`src/design/dos_pkg.sv`:
```
// ============================================================================
// dos_pkg: shared definitions for the digit overlay stamp
// Widths, register indexes, reset values, pipeline beat types, the 3x5 font
// and the helper functions used by the pipeline and the decimal converter.
// ============================================================================
package dos_pkg;

    localparam int COORD_W     = 11;
    localparam int COLOR_W     = 16;
    localparam int SCALE_W     = 5;
    localparam int VALUE_W     = 24;
    localparam int CFG_INDEX_W = 3;
    localparam int CFG_DATA_W  = 24;
    localparam int BCD_DIGITS  = 8;
    localparam int BCD_W       = 4 * BCD_DIGITS;
    localparam int GLYPH_W     = 15;
    localparam int COUNT_W     = 5;

    localparam int FRAME_WIDTH         = 2048;
    localparam int FRAME_HEIGHT        = 2048;
    localparam int DEFAULT_DIGIT_COUNT = 7;
    localparam int ROW_COUNT           = 5;

    localparam logic [1:0]         GAP_COL     = 2'd3;
    localparam logic [COLOR_W-1:0] WHITE_LEVEL = 16'h00ff;
    localparam logic [COLOR_W-1:0] BLACK_LEVEL = 16'h0000;

    localparam logic [CFG_INDEX_W-1:0] REG_OVERLAY_ENABLE = 3'd0;
    localparam logic [CFG_INDEX_W-1:0] REG_ORIGIN_X       = 3'd1;
    localparam logic [CFG_INDEX_W-1:0] REG_ORIGIN_Y       = 3'd2;
    localparam logic [CFG_INDEX_W-1:0] REG_SCALE          = 3'd3;
    localparam logic [CFG_INDEX_W-1:0] REG_SHOWN_VALUE    = 3'd4;

    localparam logic               RESET_OVERLAY_ENABLE = 1'b1;
    localparam logic [COORD_W-1:0] RESET_ORIGIN_X       = 11'd10;
    localparam logic [COORD_W-1:0] RESET_ORIGIN_Y       = 11'd30;
    localparam logic [SCALE_W-1:0] RESET_SCALE          = 5'd4;

    typedef enum logic
    {
        CONV_IDLE,
        CONV_RUN
    } conv_state_t;

    typedef struct packed
    {
        logic [COORD_W-1:0] num;
        logic [COORD_W-1:0] quo;
        logic [SCALE_W-1:0] rem;
    } div_lane_t;

    typedef struct packed
    {
        logic               active;
        div_lane_t          lane_x;
        div_lane_t          lane_y;
        logic [COLOR_W-1:0] red;
        logic [COLOR_W-1:0] green;
        logic [COLOR_W-1:0] blue;
    } pix_beat_t;

    // One restoring division step: brings in the next dividend bit, MSB first.
    function automatic div_lane_t div_step(div_lane_t lane, logic [SCALE_W-1:0] divisor);
        logic [SCALE_W:0] trial;
        div_lane_t        result;
        trial      = {lane.rem, lane.num[COORD_W-1]};
        result.num = {lane.num[COORD_W-2:0], 1'b0};
        if (trial >= {1'b0, divisor})
        begin
            result.rem = SCALE_W'(trial - {1'b0, divisor});
            result.quo = {lane.quo[COORD_W-2:0], 1'b1};
        end
        else
        begin
            result.rem = trial[SCALE_W-1:0];
            result.quo = {lane.quo[COORD_W-2:0], 1'b0};
        end
        return result;
    endfunction

    // Adds three to every decimal digit of five or more before the next shift.
    function automatic logic [BCD_W-1:0] bcd_adjust(logic [BCD_W-1:0] bcd);
        logic [BCD_W-1:0] result;
        result = bcd;
        for (int i = 0; i < BCD_DIGITS; i++)
        begin
            if (bcd[4*i +: 4] >= 4'd5)
            begin
                result[4*i +: 4] = bcd[4*i +: 4] + 4'd3;
            end
        end
        return result;
    endfunction

    // 3x5 font, row-major, top-left cell in the most significant bit.
    function automatic logic [GLYPH_W-1:0] glyph_bits(logic [3:0] digit);
        logic [GLYPH_W-1:0] bits;
        unique case (digit)
            4'd0:    bits = 15'o75557;
            4'd1:    bits = 15'o26227;
            4'd2:    bits = 15'o25127;
            4'd3:    bits = 15'o71717;
            4'd4:    bits = 15'o13571;
            4'd5:    bits = 15'o74616;
            4'd6:    bits = 15'o34652;
            4'd7:    bits = 15'o71122;
            4'd8:    bits = 15'o75757;
            4'd9:    bits = 15'o35311;
            default: bits = '0;
        endcase
        return bits;
    endfunction

endpackage

```
`src/design/dos_bcd_conv.sv`:
```
// ============================================================================
// dos_bcd_conv: binary to decimal converter for the displayed value
// Shift-and-add-three sequencer, one bit per cycle. The digits in use are
// updated together once the conversion of a new value completes.
// ============================================================================
module dos_bcd_conv #(
    parameter int DIGIT_COUNT = dos_pkg::DEFAULT_DIGIT_COUNT
) (
    input  logic                            clk,
    input  logic                            rst_n,
    input  logic                            start,
    input  logic [dos_pkg::VALUE_W-1:0]     value,
    output logic                            busy,
    output logic [DIGIT_COUNT-1:0][3:0]     digits
);

    dos_pkg::conv_state_t state_reg;
    dos_pkg::conv_state_t state_next;

    logic [dos_pkg::VALUE_W-1:0] shift_reg;
    logic [dos_pkg::BCD_W-1:0]   bcd_reg;
    logic [dos_pkg::COUNT_W-1:0] count_reg;
    logic [DIGIT_COUNT-1:0][3:0] digits_reg;

    logic [dos_pkg::BCD_W-1:0]   bcd_adj;
    logic [dos_pkg::BCD_W-1:0]   bcd_next;
    logic                        last_step;

    assign bcd_adj   = dos_pkg::bcd_adjust(bcd_reg);
    assign bcd_next  = {bcd_adj[dos_pkg::BCD_W-2:0], shift_reg[dos_pkg::VALUE_W-1]};
    assign last_step = (count_reg == dos_pkg::COUNT_W'(dos_pkg::VALUE_W - 1));

    always_comb
    begin
        state_next = state_reg;
        if (start)
        begin
            state_next = dos_pkg::CONV_RUN;
        end
        else
        begin
            unique case (state_reg)
                dos_pkg::CONV_IDLE: state_next = dos_pkg::CONV_IDLE;
                dos_pkg::CONV_RUN:  state_next = last_step ? dos_pkg::CONV_IDLE
                                                           : dos_pkg::CONV_RUN;
                default:            state_next = dos_pkg::CONV_IDLE;
            endcase
        end
    end

    always_comb
    begin
        unique case (state_reg)
            dos_pkg::CONV_IDLE: busy = 1'b0;
            dos_pkg::CONV_RUN:  busy = 1'b1;
            default:            busy = 1'b0;
        endcase
    end

    always_ff @(posedge clk or negedge rst_n)
    begin
        if (!rst_n)
        begin
            state_reg  <= dos_pkg::CONV_IDLE;
            count_reg  <= '0;
            digits_reg <= '0;
        end
        else
        begin
            state_reg <= state_next;
            if (start)
            begin
                count_reg <= '0;
            end
            else if (state_reg == dos_pkg::CONV_RUN)
            begin
                count_reg <= count_reg + 1'b1;
                if (last_step)
                begin
                    digits_reg <= bcd_next[4*DIGIT_COUNT-1:0];
                end
            end
        end
    end

    always_ff @(posedge clk)
    begin
        if (start)
        begin
            shift_reg <= value;
            bcd_reg   <= '0;
        end
        else if (state_reg == dos_pkg::CONV_RUN)
        begin
            shift_reg <= {shift_reg[dos_pkg::VALUE_W-2:0], 1'b0};
            bcd_reg   <= bcd_next;
        end
    end

    assign digits = digits_reg;

endmodule

```
`src/design/dos_div_stage.sv`:
```
// ============================================================================
// dos_div_stage: one register stage of the cell coordinate divider
// Runs a few restoring division steps on the column and row lanes of a beat
// and holds the result until the next stage takes it.
// ============================================================================
module dos_div_stage #(
    parameter int STEPS = 4
) (
    input  logic                          clk,
    input  logic                          rst_n,
    input  logic [dos_pkg::SCALE_W-1:0]   divisor,
    input  logic                          up_valid,
    input  dos_pkg::pix_beat_t            up_beat,
    output logic                          up_ready,
    output logic                          down_valid,
    output dos_pkg::pix_beat_t            down_beat,
    input  logic                          down_ready
);

    logic               valid_reg;
    dos_pkg::pix_beat_t beat_reg;
    dos_pkg::pix_beat_t beat_next;

    always_comb
    begin
        dos_pkg::div_lane_t lx;
        dos_pkg::div_lane_t ly;
        lx = up_beat.lane_x;
        ly = up_beat.lane_y;
        for (int i = 0; i < STEPS; i++)
        begin
            lx = dos_pkg::div_step(lx, divisor);
            ly = dos_pkg::div_step(ly, divisor);
        end
        beat_next        = up_beat;
        beat_next.lane_x = lx;
        beat_next.lane_y = ly;
    end

    assign up_ready = !valid_reg || down_ready;

    always_ff @(posedge clk or negedge rst_n)
    begin
        if (!rst_n)
        begin
            valid_reg <= 1'b0;
        end
        else if (up_ready)
        begin
            valid_reg <= up_valid;
        end
    end

    always_ff @(posedge clk)
    begin
        if (up_ready && up_valid)
        begin
            beat_reg <= beat_next;
        end
    end

    assign down_valid = valid_reg;
    assign down_beat  = beat_reg;

endmodule

```
`src/design/digit_overlay_stamp_core.sv`:
```
// ============================================================================
// digit_overlay_stamp_core: decimal number overlay for an RGB pixel stream
// Stamps the configured value as scaled 3x5 digits in a black box.
// ============================================================================
// Pixels enter on the in channel (in_valid, in_stall) with their column, row
// and color, and leave in the same order on the out channel (out_valid,
// out_stall), one output beat for each input beat. The pipeline has five
// register stages: origin offset and bounds, three stages of the cell
// coordinate divider (four, four and three quotient bits), and the glyph
// lookup with the color select, which is also the output register. A new pixel
// is taken in every cycle while in_stall is low.
// When the receiver stalls, the stages fill up behind the output register and
// in_stall rises once no stage is free; nothing is dropped or repeated.
// A write of shown_value starts a decimal conversion in the digit
// sequencer, during which in_stall stays high. Other writes act at once.
// Reset empties the pipeline, loads the register reset values and shows zero.
// ============================================================================
module digit_overlay_stamp_core #(
    parameter int DIGIT_COUNT = dos_pkg::DEFAULT_DIGIT_COUNT
) (
    input  logic                               clk,
    input  logic                               rst_n,
    input  logic                               cfg_write,
    input  logic [dos_pkg::CFG_INDEX_W-1:0]    cfg_index,
    input  logic [dos_pkg::CFG_DATA_W-1:0]     cfg_data,
    input  logic                               in_valid,
    output logic                               in_stall,
    input  logic [dos_pkg::COORD_W-1:0]        pixel_x,
    input  logic [dos_pkg::COORD_W-1:0]        pixel_y,
    input  logic [dos_pkg::COLOR_W-1:0]        in_red,
    input  logic [dos_pkg::COLOR_W-1:0]        in_green,
    input  logic [dos_pkg::COLOR_W-1:0]        in_blue,
    output logic                               out_valid,
    input  logic                               out_stall,
    output logic [dos_pkg::COLOR_W-1:0]        out_red,
    output logic [dos_pkg::COLOR_W-1:0]        out_green,
    output logic [dos_pkg::COLOR_W-1:0]        out_blue
);

    localparam int DIV_STEPS_A = 4;
    localparam int DIV_STEPS_B = 4;
    localparam int DIV_STEPS_C = dos_pkg::COORD_W - DIV_STEPS_A - DIV_STEPS_B;

    logic                         enable_reg;
    logic [dos_pkg::COORD_W-1:0]  origin_x_reg;
    logic [dos_pkg::COORD_W-1:0]  origin_y_reg;
    logic [dos_pkg::SCALE_W-1:0]  scale_reg;

    logic                         conv_start;
    logic                         conv_busy;
    logic [DIGIT_COUNT-1:0][3:0]  digits;

    logic                         s1_valid_reg;
    dos_pkg::pix_beat_t           s1_beat_reg;
    dos_pkg::pix_beat_t           s1_beat_next;
    logic                         s1_ready;

    logic                         s2_valid;
    dos_pkg::pix_beat_t           s2_beat;
    logic                         s2_ready;
    logic                         s3_valid;
    dos_pkg::pix_beat_t           s3_beat;
    logic                         s3_ready;
    logic                         s4_valid;
    dos_pkg::pix_beat_t           s4_beat;
    logic                         s4_ready;

    logic                         out_valid_reg;
    logic [dos_pkg::COLOR_W-1:0]  red_reg;
    logic [dos_pkg::COLOR_W-1:0]  green_reg;
    logic [dos_pkg::COLOR_W-1:0]  blue_reg;
    logic [dos_pkg::COLOR_W-1:0]  red_next;
    logic [dos_pkg::COLOR_W-1:0]  green_next;
    logic [dos_pkg::COLOR_W-1:0]  blue_next;
    logic                         out_ready;

    logic                         in_accept;

    assign conv_start = cfg_write && (cfg_index == dos_pkg::REG_SHOWN_VALUE);

    always_ff @(posedge clk or negedge rst_n)
    begin
        if (!rst_n)
        begin
            enable_reg   <= dos_pkg::RESET_OVERLAY_ENABLE;
            origin_x_reg <= dos_pkg::RESET_ORIGIN_X;
            origin_y_reg <= dos_pkg::RESET_ORIGIN_Y;
            scale_reg    <= dos_pkg::RESET_SCALE;
        end
        else if (cfg_write)
        begin
            unique case (cfg_index)
                dos_pkg::REG_OVERLAY_ENABLE: enable_reg   <= cfg_data[0];
                dos_pkg::REG_ORIGIN_X:       origin_x_reg <= cfg_data[dos_pkg::COORD_W-1:0];
                dos_pkg::REG_ORIGIN_Y:       origin_y_reg <= cfg_data[dos_pkg::COORD_W-1:0];
                dos_pkg::REG_SCALE:          scale_reg    <= cfg_data[dos_pkg::SCALE_W-1:0];
                default:                     ;
            endcase
        end
    end

    dos_bcd_conv #(
        .DIGIT_COUNT (DIGIT_COUNT)
    ) u_bcd_conv (
        .clk    (clk),
        .rst_n  (rst_n),
        .start  (conv_start),
        .value  (cfg_data[dos_pkg::VALUE_W-1:0]),
        .busy   (conv_busy),
        .digits (digits)
    );

    assign in_stall  = conv_busy || !s1_ready;
    assign in_accept = in_valid && !in_stall;

    always_comb
    begin
        logic in_frame;
        logic past_origin;
        in_frame    = ({21'd0, pixel_x} < 32'(dos_pkg::FRAME_WIDTH))
                   && ({21'd0, pixel_y} < 32'(dos_pkg::FRAME_HEIGHT));
        past_origin = (pixel_x >= origin_x_reg) && (pixel_y >= origin_y_reg);
        s1_beat_next.active     = enable_reg && (scale_reg != '0) && in_frame && past_origin;
        s1_beat_next.lane_x.num = pixel_x - origin_x_reg;
        s1_beat_next.lane_x.quo = '0;
        s1_beat_next.lane_x.rem = '0;
        s1_beat_next.lane_y.num = pixel_y - origin_y_reg;
        s1_beat_next.lane_y.quo = '0;
        s1_beat_next.lane_y.rem = '0;
        s1_beat_next.red        = in_red;
        s1_beat_next.green      = in_green;
        s1_beat_next.blue       = in_blue;
    end

    assign s1_ready = !s1_valid_reg || s2_ready;

    always_ff @(posedge clk or negedge rst_n)
    begin
        if (!rst_n)
        begin
            s1_valid_reg <= 1'b0;
        end
        else if (s1_ready)
        begin
            s1_valid_reg <= in_accept;
        end
    end

    always_ff @(posedge clk)
    begin
        if (s1_ready && in_accept)
        begin
            s1_beat_reg <= s1_beat_next;
        end
    end

    dos_div_stage #(
        .STEPS (DIV_STEPS_A)
    ) u_div_a (
        .clk        (clk),
        .rst_n      (rst_n),
        .divisor    (scale_reg),
        .up_valid   (s1_valid_reg),
        .up_beat    (s1_beat_reg),
        .up_ready   (s2_ready),
        .down_valid (s2_valid),
        .down_beat  (s2_beat),
        .down_ready (s3_ready)
    );

    dos_div_stage #(
        .STEPS (DIV_STEPS_B)
    ) u_div_b (
        .clk        (clk),
        .rst_n      (rst_n),
        .divisor    (scale_reg),
        .up_valid   (s2_valid),
        .up_beat    (s2_beat),
        .up_ready   (s3_ready),
        .down_valid (s3_valid),
        .down_beat  (s3_beat),
        .down_ready (s4_ready)
    );

    dos_div_stage #(
        .STEPS (DIV_STEPS_C)
    ) u_div_c (
        .clk        (clk),
        .rst_n      (rst_n),
        .divisor    (scale_reg),
        .up_valid   (s3_valid),
        .up_beat    (s3_beat),
        .up_ready   (s4_ready),
        .down_valid (s4_valid),
        .down_beat  (s4_beat),
        .down_ready (out_ready)
    );

    always_comb
    begin
        logic [dos_pkg::COORD_W-1:0] cell_x;
        logic [dos_pkg::COORD_W-1:0] cell_y;
        logic                        in_box;
        logic [2:0]                  digit_idx;
        logic [1:0]                  col;
        logic [3:0]                  bit_pos;
        logic [3:0]                  digit_val;
        logic [dos_pkg::GLYPH_W-1:0] glyph_shifted;
        logic                        lit;
        cell_x    = s4_beat.lane_x.quo;
        cell_y    = s4_beat.lane_y.quo;
        in_box    = s4_beat.active
                 && (cell_x < dos_pkg::COORD_W'(4 * DIGIT_COUNT))
                 && (cell_y < dos_pkg::COORD_W'(dos_pkg::ROW_COUNT));
        digit_idx = cell_x[4:2];
        col       = cell_x[1:0];
        digit_val = '0;
        for (int i = 0; i < DIGIT_COUNT; i++)
        begin
            if (digit_idx == 3'(DIGIT_COUNT - 1 - i))
            begin
                digit_val = digits[i];
            end
        end
        bit_pos       = 4'({1'b0, cell_y[2:0]} * 4'd3) + {2'b00, col};
        glyph_shifted = dos_pkg::GLYPH_W'(dos_pkg::glyph_bits(digit_val) << bit_pos);
        lit           = (col != dos_pkg::GAP_COL) && glyph_shifted[dos_pkg::GLYPH_W-1];
        priority if (!in_box)
        begin
            red_next   = s4_beat.red;
            green_next = s4_beat.green;
            blue_next  = s4_beat.blue;
        end
        else if (lit)
        begin
            red_next   = dos_pkg::WHITE_LEVEL;
            green_next = dos_pkg::WHITE_LEVEL;
            blue_next  = dos_pkg::WHITE_LEVEL;
        end
        else
        begin
            red_next   = dos_pkg::BLACK_LEVEL;
            green_next = dos_pkg::BLACK_LEVEL;
            blue_next  = dos_pkg::BLACK_LEVEL;
        end
    end

    assign out_ready = !out_valid_reg || !out_stall;

    always_ff @(posedge clk or negedge rst_n)
    begin
        if (!rst_n)
        begin
            out_valid_reg <= 1'b0;
        end
        else if (out_ready)
        begin
            out_valid_reg <= s4_valid;
        end
    end

    always_ff @(posedge clk)
    begin
        if (out_ready && s4_valid)
        begin
            red_reg   <= red_next;
            green_reg <= green_next;
            blue_reg  <= blue_next;
        end
    end

    assign out_valid = out_valid_reg;
    assign out_red   = red_reg;
    assign out_green = green_reg;
    assign out_blue  = blue_reg;

endmodule

```
`config.mk`:
```
export PLATFORM = sky130hd
export DESIGN_NAME = digit_overlay_stamp_core
export DESIGN_NICKNAME = d
export VERILOG_FILES = /design/src/design/dos_pkg.sv /design/src/design/dos_bcd_conv.sv /design/src/design/dos_div_stage.sv /design/src/design/digit_overlay_stamp_core.sv
export SDC_FILE = /design/constraint.sdc
export NUM_CORES = 1
export LEC_CHECK = 0
export ABC_AREA = 1
export BUFFER_PORTS_ARGS = -buffer_cell sky130_fd_sc_hd__buf_2
export CORE_MARGIN = 4
export CORE_UTILIZATION = 30
export CTS_CLUSTER_DIAMETER = 60
export DETAILED_ROUTE_END_ITERATION = 10
export PLACE_DENSITY = 0.47
export RECOVER_POWER = 50
export SYNTH_ARGS = -nofsm -noshare
export SYNTH_HDL_FRONTEND = slang
export SYNTH_SLANG_ARGS = --single-unit
```
`constraint.sdc`:
```
create_clock -name clk -period 11.3 [get_ports clk]
set_input_delay 2.26 -clock clk [delete_from_list [all_inputs] [get_ports clk]]
set_output_delay 2.26 -clock clk [all_outputs]
set_load 0.03 [all_outputs]
```
### Word-level counts from Yosys, hierarchy flattened

Memory sizes are Yosys's and may differ from the RTL's.
Index checks and enable logic that the tools add are counted.

| word-level totals | value |
|---|---|
| memory bits (read-only) | 240 |
| memories kept | 1 |
| output and inout port bits | 50 |
| bits in registers | 475 |
| logic and storage cells | 225 |

| operators by class | value |
|---|---|
| $mul | 1 |
| bitwise operators | 2 |
| $lt $le $gt $ge | 34 |
| shifts and indexed selects | 1 |
| equality and inequality tests | 12 |
| add/sub/neg operators | 34 |
| reductions and logical operators | 36 |
| mux-type cells | 49 |

Memories:

| memory | depth | width | rd ports | clocked after memory_dff | wr ports | line | source |
|---|---|---|---|---|---|---|---|
| (name not given) | 16 | 15 | 1 | 0 | 0 | dos_pkg.sv:98 | `unique case (digit)` |

Operator list:

| cell | count |
|---|---|
| 2-to-1 mux 6 bit | 22 |
| greater-or-equal comparator 6 x 5 -> 1 bit | 20 |
| subtractor 5 bit | 20 |
| 2-to-1 mux 4 bit | 14 |
| 2-to-1 mux 16 bit | 3 |
| 2-to-1 mux 24 bit | 2 |
| greater-or-equal comparator 4 x 3 -> 1 bit (second input constant) | 8 |
| adder 4 x 2 -> 4 bit (second input constant) | 7 |
| greater-or-equal comparator 11 bit | 2 |
| subtractor 11 bit | 2 |
| left shift 15 x 4 -> 15 bit | 1 |
| logical AND 1 bit | 13 |
| == test 3 x 2 -> 1 bit (second input constant) | 4 |
| == test 3 bit (second input constant) | 4 |
| less-than comparator 11 x 3 -> 1 bit (second input constant) | 1 |
| less-than comparator 11 x 5 -> 1 bit (second input constant) | 1 |
| greater-or-equal comparator 1 x 5 -> 1 bit | 2 |
| 2-to-1 mux 5 bit | 2 |
| subtractor 1 x 5 -> 5 bit | 2 |
| zero test 1 bit | 8 |
| 2-to-1 mux 8 bit | 1 |
| AND reduction 2 bit | 4 |
| == test 3 x 1 -> 1 bit (second input constant) | 2 |
| zero test 3 bit | 2 |
| 14 further kinds | 22 |

### Longest topological paths before layout

Gate-level depths: netlist of run 1.
An unclocked memory read counts as a cell.

| logic depth | value |
|---|---|
| depth after elaboration | 13 |
| gate-level depth with buffers | 38 |

### Hierarchy

Synthesis of run 1 repeated with hierarchy kept, for this count alone.

| unflattened totals | value |
|---|---|
| cell total of the unflattened synthesis | 2566 |
| area, all modules | 26785.7 sq um |

Modules (own cells, without submodules):

| module | seq. area each (sq um) | instances | cells each | area each (sq um) |
|---|---|---|---|---|
| digit_overlay_stamp_core | 4334.2 | 1 | 680 | 7223.2 |
| dos_div_stage (u_div_b) | 2877.8 | 1 | 488 | 5333.9 |
| dos_div_stage (u_div_a) | 2877.8 | 1 | 489 | 5315.1 |
| dos_div_stage (u_div_c) | 2937.8 | 1 | 421 | 4917.2 |
| dos_bcd_conv | 2132.0 | 1 | 488 | 3996.3 |

### Least setup slack after synthesis of run 1

Ideal clock, no wire load.

| timing path | value |
|---|---|
| path kind | reg2reg |
| from | register scale_reg[1] in the netlist's numbering |
| to | register u_div_b.beat_reg (netlist bit u_div_b.down_beat[76]), data pin |
| library setup time | 252 ps |
| arrival | 6600 ps |
| cell stages (with the launch flop) | 35 |
| period minus slack after synthesis | 6853 ps |
| slack | 4447 ps |
| path buffers | 0 |
| path through | dfrtp_1 -> inv_1 -> fa_1 -> nand3_1 -> nand2_1 -> nand2_1 -> nand2_2 -> mux2_2 -> ha_1 -> nand2_1 -> nor2_1 -> a211oi_2 -> nand2_1 -> a21o_1 -> nor2_4 -> nand2_4 -> a21oi_1 -> ha_1 -> nand2_1 -> nor2_1 -> a211oi_1 -> o21ai_0 -> a21oi_1 -> a21boi_4 -> nand2_2 -> nand2_1 -> o21ai_1 -> fa_1 -> nand3_1 -> nand3b_1 -> a211o_1 -> nor2_4 -> nand2_2 -> nand2_1 -> nand2_1 |

RTL lines:

| item | line | source |
|---|---|---|
| from (decl) | digit_overlay_stamp_core.sv:47 | `logic [dos_pkg::SCALE_W-1:0] scale_reg;` |
| from (signal assigned) | digit_overlay_stamp_core.sv:88 | `scale_reg <= dos_pkg::RESET_SCALE;` |
| from (signal assigned) | digit_overlay_stamp_core.sv:96 | `dos_pkg::REG_SCALE: scale_reg <= cfg_data[dos_pkg::SCALE_W-1:0];` |
| to (signal assigned) | dos_div_stage.sv:58 | `beat_reg <= beat_next;` |
| to (decl) | dos_div_stage.sv:21 | `dos_pkg::pix_beat_t beat_reg;` |

==> impl_results.rst, run 1 <==
.. list-table::
   :header-rows: 1

   * - Metric
     - Value
   * - P&R area growth vs syn
     - 17.4%
   * - Total CTS buffers
     - 58
   * - Global placer's final weighted congestion
     - ~0.83
   * - Number of enable-type register cells in the synthesized netlist
     - roughly 380
   * - Most repeated library cell on the critical path
     - sky130_fd_sc_hd__nand2_1
   * - Nets in the synthesized netlist
     - 2,305
   * - Largest net degree at the start of global routing
     - 68
   * - Clk_skew
     - ~0.027 ns
   * - I/O pin cnt
     - ~150
   * - Max Buffers Root-to-Sink
     - 3
   * - Chip Height
     - approximately 280 um
   * - FF/Latch Area
     - 0.0135 mm^2
   * - Critical path's slowest cell
     - sky130_fd_sc_hd__clkbuf_1
   * - Clock sink count
     - 471
   * - DRC marker count from the first detailed-route iteration
     - about 830
   * - Period utilization
     - 69.5%
   * - Cells taking the most area after synthesis
     - sky130_fd_sc_hd__edfxtp_1 (50%), sky130_fd_sc_hd__ha_1 (8.3%), sky130_fd_sc_hd__nand2_1 (7.5%), sky130_fd_sc_hd__dfrtp_1 (6.6%), sky130_fd_sc_hd__inv_1 (4.2%)
   * - Sum of negative setup slack
     - 0 ns
   * - Number of antenna violations at the first check in global routing
     - 2
   * - H-Tree Level Count
     - 2
   * - Post-DP HPWL
     - 34.3 mm
   * - Number of max-capacitance violations reported
     - 6
   * - Worst Setup Start Kind
     - flip-flop
   * - Global router's overall resource usage
     - 12.2%
   * - Prevailing post-synth register cell
     - sky130_fd_sc_hd__edfxtp_1
   * - Proportion of register bits with asynchronous set or reset after synthesis
     - 14.2%
   * - Initial core utilization
     - 30.3%
   * - Family with the most delay on the worst path
     - compound AO/OA/AOI/OAI gates
   * - Routed Antenna Nets
     - 0
   * - Setup Crit Path Kind
     - reg -> reg
   * - Cell type with the highest aggregate area in the netlist
     - sky130_fd_sc_hd__edfxtp_1
   * - Full die area
     - 0.0795 mm^2
   * - Critical path capture point type
     - flip-flop
   * - Arrival time at the worst endpoint
     - ~8 ns
   * - Number of flip-flops and latches in the synthesized netlist
     - 471
   * - Standard-cell row count
     - 100
   * - Buffers on Ports
     - about 150
   * - Worst path buffer plus inverter count
     - 3
   * - Wire length of the first global-routing pass
     - 78.5 mm
   * - Fraction of synthesized cell area taken by the top area cell type
     - ~50%
   * - Vias after detailed routing
     - 14,816
   * - Crit path time final
     - 7.86 ns
   * - Post-CTS sizing
     - 0
   * - Max-Slew Margin vs Limit
     - -162%
   * - Count of final setup violators
     - 0
   * - Number of optimization iterations in the first detailed-route pass
     - 5
   * - Width of the die
     - 282 um
   * - Post-synthesis area per instance
     - approximately 11 um^2
   * - Max FO, Critical Path
     - 22
   * - TritonCTS clock tree
     - built
   * - Fill cell total of the finished layout
     - 7,387
   * - Number of buffers inserted for hold repair after clock tree synthesis
     - 0
   * - Count of final hold-check violations
     - 0
   * - DR DRC count
     - 0
   * - Average wire length per cell after detail routing
     - 15.0 um
   * - Unique cell type count in the Yosys netlist
     - between 60 and 70
   * - Area of the core
     - 0.0744 mm^2
   * - Sequential cell area fraction in the yosys report
     - 60.1%
   * - RSZ-0062 raised after global routing
     - false
   * - Pins over their slew limit
     - about 260
   * - Net count reported at finish
     - around 2,500
   * - # Post-CTS Setup Buffers
     - 0
   * - Synthesis warning total
     - 0
   * - Run status
     - complete, but fails checks
   * - Violated checks
     - capacitance limit, slew limit
   * - Clock latency at the later pin of the worst-skew pair
     - 0.61 ns
   * - Worst Path Required
     - 11.66 ns
   * - Crit path largest cell delay
     - 1.12 ns
   * - Master cell of the clock root buffer
     - sky130_fd_sc_hd__clkbuf_16
   * - Congestion Overflow GR
     - 0
   * - Multi-input combinational cell area
     - between 0.007 and 0.008 mm^2
   * - Commonest non-fill, non-tap cell in the layout
     - sky130_fd_sc_hd__nand2_1
   * - Post-CTS clock slew at the launch and capture registers of the worst setup and hold paths
     - about 0.060 ns
   * - Worst Tran Pin Value
     - 3.93 ns
   * - Number of global-route vias before repair
     - 15,271
   * - Synthesized netlist cell count
     - between 2,000 and 2,500
   * - Top library cells by usage in the layout, fill and taps aside
     - sky130_fd_sc_hd__nand2_1 (451), sky130_fd_sc_hd__edfxtp_1 (376), sky130_fd_sc_hd__inv_1 (253)
   * - Share of cells above drive strength 1
     - 13.8%
   * - Hold Path Class
     - reg -> reg
   * - Vias per cell
     - 4.55
   * - Final WL
     - between 40 and 50 mm
   * - Post-synthesis cell area
     - 0.0225 mm^2
   * - Max Fclk
     - 127 MHz
==> synthesized netlist by cell type (8+ instances only) <==
cell	instances
sky130_fd_sc_hd__a21oi_1	83
sky130_fd_sc_hd__clkbuf_1	20
sky130_fd_sc_hd__dfrtp_1	59
sky130_fd_sc_hd__dfstp_2	8
sky130_fd_sc_hd__dfxtp_1	28
sky130_fd_sc_hd__edfxtp_1	376
sky130_fd_sc_hd__fa_1	22
sky130_fd_sc_hd__ha_1	149
sky130_fd_sc_hd__inv_1	252
sky130_fd_sc_hd__inv_2	13
sky130_fd_sc_hd__nand2_1	450
sky130_fd_sc_hd__nand2_2	22
sky130_fd_sc_hd__nand3_1	61
sky130_fd_sc_hd__nand4_1	21
sky130_fd_sc_hd__nor2_1	81
sky130_fd_sc_hd__nor3_1	14
sky130_fd_sc_hd__o21ai_0	161
sky130_fd_sc_hd__o21ai_1	11
sky130_fd_sc_hd__o22ai_1	17
sky130_fd_sc_hd__or2_2	9
sky130_fd_sc_hd__xnor2_1	28
sky130_fd_sc_hd__xor2_1	47
==> cells by family after synthesis <==
group | count (synthesis) | share of synthesized area [%]
xor+xnor | 75 | 2.92
fa+ha+maj | 171 | 10.2
simple gates | 695 | 13.5
compound gates | 323 | 8.09
buf+inv | 295 | 5.07
flops | 471 | 60.1
mux | 2 | 0.0944
==> final cells by class <==
cell class	count	share of cell area (%)
diodes	1	0.00947
flip-flops and latches	471	51.2
repair buffers	169	3.20
clock inverters	44	1.80
multi-input cells	1266	29.7
well taps	969	4.59
inverters	267	3.79
clock buffers	66	5.69
==> final timing paths <==
| path | slack [ns] | start | end | cells after the start |
|---|---|---|---|---|
| worst max-delay path | 3.44 | scale_reg[0] | u_div_b.down_beat[75] | 37 |
| max in group asynchronous | 5.94 | rst_n | scale_reg[0] | 2 |
| worst min-delay path | 0.41 | u_div_b.down_beat[35] | u_div_c.down_beat[35] | 0 |
| worst max register to register | 3.44 | scale_reg[0] | u_div_b.down_beat[75] | 37 |
| min in group asynchronous | 3.11 | rst_n | origin_y_reg[7] | 2 |
| worst min register to register | 0.41 | u_div_b.down_beat[35] | u_div_c.down_beat[35] | 0 |
==> routing by layer <==
| metal | GRT usage, % | up-vias | routed length, um |
|---|---|---|---|
| li1 | - | 7368 | - |
| met1 | 15.7 | 6996 | 21800 |
| met2 | 20.9 | 339 | 23300 |
| met3 | 2.26 | 113 | 2400 |
| met4 | 3.74 | 0 | 1350 |
| met5 | 0 | - | 0 |
==> worst reg2reg max path, delay by kind of cell, from the launching register on <==
family	cells	cell delay, ns
AO/OA/AOI/OAI	10	2.10
adder cells (fa/ha/maj)	5	1.96
buffers and inverters	3	1.33
AND/OR/NAND/NOR	19	1.87
flip-flops	1	0.37
==> per-stage QoR <==
step | setup WS, ns | cells | instance area (um^2) | utilization (%) | hold slack (ns)
floorplan | 4.45 | 2032 | 22500 | - | 0.400
global placement | 4.80 | 3142 | 24500 | 32.9 | 0.401
detailed placement | 4.40 | 3142 | 24500 | 32.9 | 0.405
CTS | 4.40 | 3252 | 26500 | 35.6 | 0.391
global route | 2.68 | 3252 | 26400 | 35.5 | 0.410
finish | 3.44 | 3253 | 26400 | 35.5 | 0.407
Power of run 1 is not shown: default switching activity piles up to over one toggle a cycle in this logic, so the estimate is an artifact.
==> inputs of run 2 (changes only) <==
PLACE_DENSITY = 0.49   (was 0.47)
clock period = 6.84 ns   (was 11.3 ns; I/O delays follow)
==> run 2 against run 1 <==
Effect of this change:
- the flow still finishes with violations (capacitance limit, slew limit)
- global-route usage about the same
- critical endpoint is now u_div_b.down_beat[52]
- routed wire length increased by 0.36%
- clock skew increased by 0.043 ns
- die area unchanged
- worst hold slack got worse by 0.032 ns
- cell count increased by 0.15%
- register-to-register slack got worse by 2.9 ns
- sequential share of layout area decreased by 0.42 points
- worst setup slack got worse by 2.9 ns
==> impl_results.rst, run 2 (synthesis gave the netlist of run 1 again) <==
.. list-table::
   :header-rows: 1

   * - Metric
     - Value
   * - Clock sink count
     - 471
   * - P&R area growth vs syn
     - 18.3%
   * - Width of the die
     - roughly 280 um
   * - Placed cell areas
     - between 0.02 and 0.025 mm^2
   * - Number of buffers inserted for hold repair after clock tree synthesis
     - 0
   * - Placement Setup Slack
     - 0.121 ns
   * - Hold Path Class
     - reg -> reg
   * - Number of global-route vias before repair
     - 14,996
   * - Max FO, Critical Path
     - 9
   * - Largest net degree at the start of global routing
     - 68
   * - Final critical-path setup slack
     - between 0.4 and 0.5 ns
   * - Global placer's final weighted congestion
     - 0.870
   * - Count of final hold-check violations
     - 0
   * - Most repeated library cell on the critical path
     - sky130_fd_sc_hd__nand2_1
   * - Net count reported at finish
     - approximately 2,500
   * - Post-DP HPWL
     - roughly 35 mm
   * - H-Tree Level Count
     - 2
   * - Congestion Overflow GR
     - 0
   * - Final hold slack
     - 0.375 ns
   * - Global router's overall resource usage
     - ~12%
   * - Worst Tran Pin Value
     - 3.94 ns
   * - Critical path capture point type
     - flip-flop
   * - Critical path's slowest cell
     - sky130_fd_sc_hd__dfstp_2
   * - Antenna diode count
     - 0
   * - Arrival time at the worst endpoint
     - 6.85 ns
   * - Chip Height
     - 282 um
   * - Number of optimization iterations in the first detailed-route pass
     - 5
   * - Master cell of the clock root buffer
     - sky130_fd_sc_hd__clkbuf_16
   * - Share of cells above drive strength 1
     - 15.5%
   * - DR DRC count
     - 0
   * - Max-Slew Margin vs Limit
     - -163%
   * - Buffers on Ports
     - 151
   * - Crit path largest cell delay
     - 0.59 ns
   * - Commonest non-fill, non-tap cell in the layout
     - sky130_fd_sc_hd__nand2_1
   * - Total CTS buffers
     - between 50 and 60
   * - Routed Antenna Nets
     - 0
   * - Count of final setup violators
     - 0
   * - Top library cells by usage in the layout, fill and taps aside
     - sky130_fd_sc_hd__nand2_1 (450), sky130_fd_sc_hd__edfxtp_1 (376), sky130_fd_sc_hd__inv_1 (248)
   * - Wire length of the first global-routing pass
     - 77.9 mm
   * - Hold Path Origin
     - u_div_a.down_beat[33]
   * - Final WL
     - slightly below 50 mm
   * - Initial core utilization
     - around 30%
   * - Worst R2R Start
     - scale_reg[2]
   * - TritonCTS clock tree
     - built
   * - Area of the core
     - around 0.074 mm^2
   * - Clock latency at the later pin of the worst-skew pair
     - between 0.6 and 0.7 ns
   * - Final design area excluding fillers
     - 0.0267 mm^2
   * - Crit. Startpoint
     - scale_reg[2]
   * - Run status
     - complete, but fails checks
   * - Violated checks
     - capacitance limit, slew limit
   * - I/O pin cnt
     - 152
   * - Number of max-capacitance violations reported
     - 5
   * - Worst Path Required
     - 7.34 ns
   * - DRC marker count from the first detailed-route iteration
     - 753
   * - Max Buffers Root-to-Sink
     - 3
   * - Post-CTS clock slew at the launch and capture registers of the worst setup and hold paths
     - 0.06 ns
   * - Period utilization
     - 92.8%
   * - Worst Setup Start Kind
     - flip-flop
   * - Setup Crit Path Kind
     - reg -> reg
   * - Vias after detailed routing
     - 14,654
   * - Number of antenna violations at the first check in global routing
     - 0
   * - Clk_skew
     - 0.0701 ns
   * - Crit path time final
     - 6.35 ns
   * - Full die area
     - approximately 0.08 mm^2
   * - Vias per cell
     - ~4.5
   * - Pins over their slew limit
     - 218
   * - Average wire length per cell after detail routing
     - approximately 15 um
   * - Max Fclk
     - 158 MHz
   * - Standard-cell row count
     - 100
run 2: worst max-delay path, delay by kind of cell (launching register included):
kind | cells | cell delay [ns]
compound gates | 12 | 2.53
fa+ha+maj | 4 | 1.56
buf+inv | 3 | 0.44
flops | 1 | 0.59
simple gates | 11 | 1.12
run 2: final cells by class:
cell class,count,area (um^2)
Clock buffer,66,1530
Clock inverter,39,489
Fill cell,7379,47800
Inverter,267,1010
Multi-Input combinational cell,1266,7920
Sequential cell,471,13500
Tap cell,969,1210
Timing Repair Buffer,180,950
run 2: final timing paths:
path | end | slack (ns) | cells past startpoint
max | u_div_b.down_beat[52] | 0.49 | 30
min | u_div_b.down_beat[33] | 0.38 | 0
max reg2reg | u_div_b.down_beat[52] | 0.49 | 30
min reg2reg | u_div_b.down_beat[33] | 0.38 | 0
max in group asynchronous | scale_reg[1] | 2.07 | 2
min in group asynchronous | origin_y_reg[10] | 2.21 | 2
run 2: layer usage:
metal / up-vias / share of wire, % / GRT usage [%]
met3: 93 / 4.2 / 2.38
li1: 7383 / - / -
met1: 6871 / 45 / 15.8
met4: 0 / 2.6 / 3.92
met5: - / 0 / 0
met2: 307 / 48 / 20.8
run 2: metrics by stage:
| stage | std cells | utilization [%] | setup TNS [ns] |
|---|---|---|---|
| floorplan | 2032 | - | 0 |
| detailed placement | 3146 | 33.0 | 0 |
| global route | 3258 | 35.8 | -0.0488 |
| CTS | 3251 | 35.7 | 0 |
| finish | 3258 | 35.8 | 0 |
| global placement | 3146 | 33.0 | 0 |
run 2: repair_timing:
action                                  CTS  global route
resized for setup                         0            18
endpoints found under the setup margin    0            17
buffers inserted                          0             7
Power of run 2 is left out for the same reason.
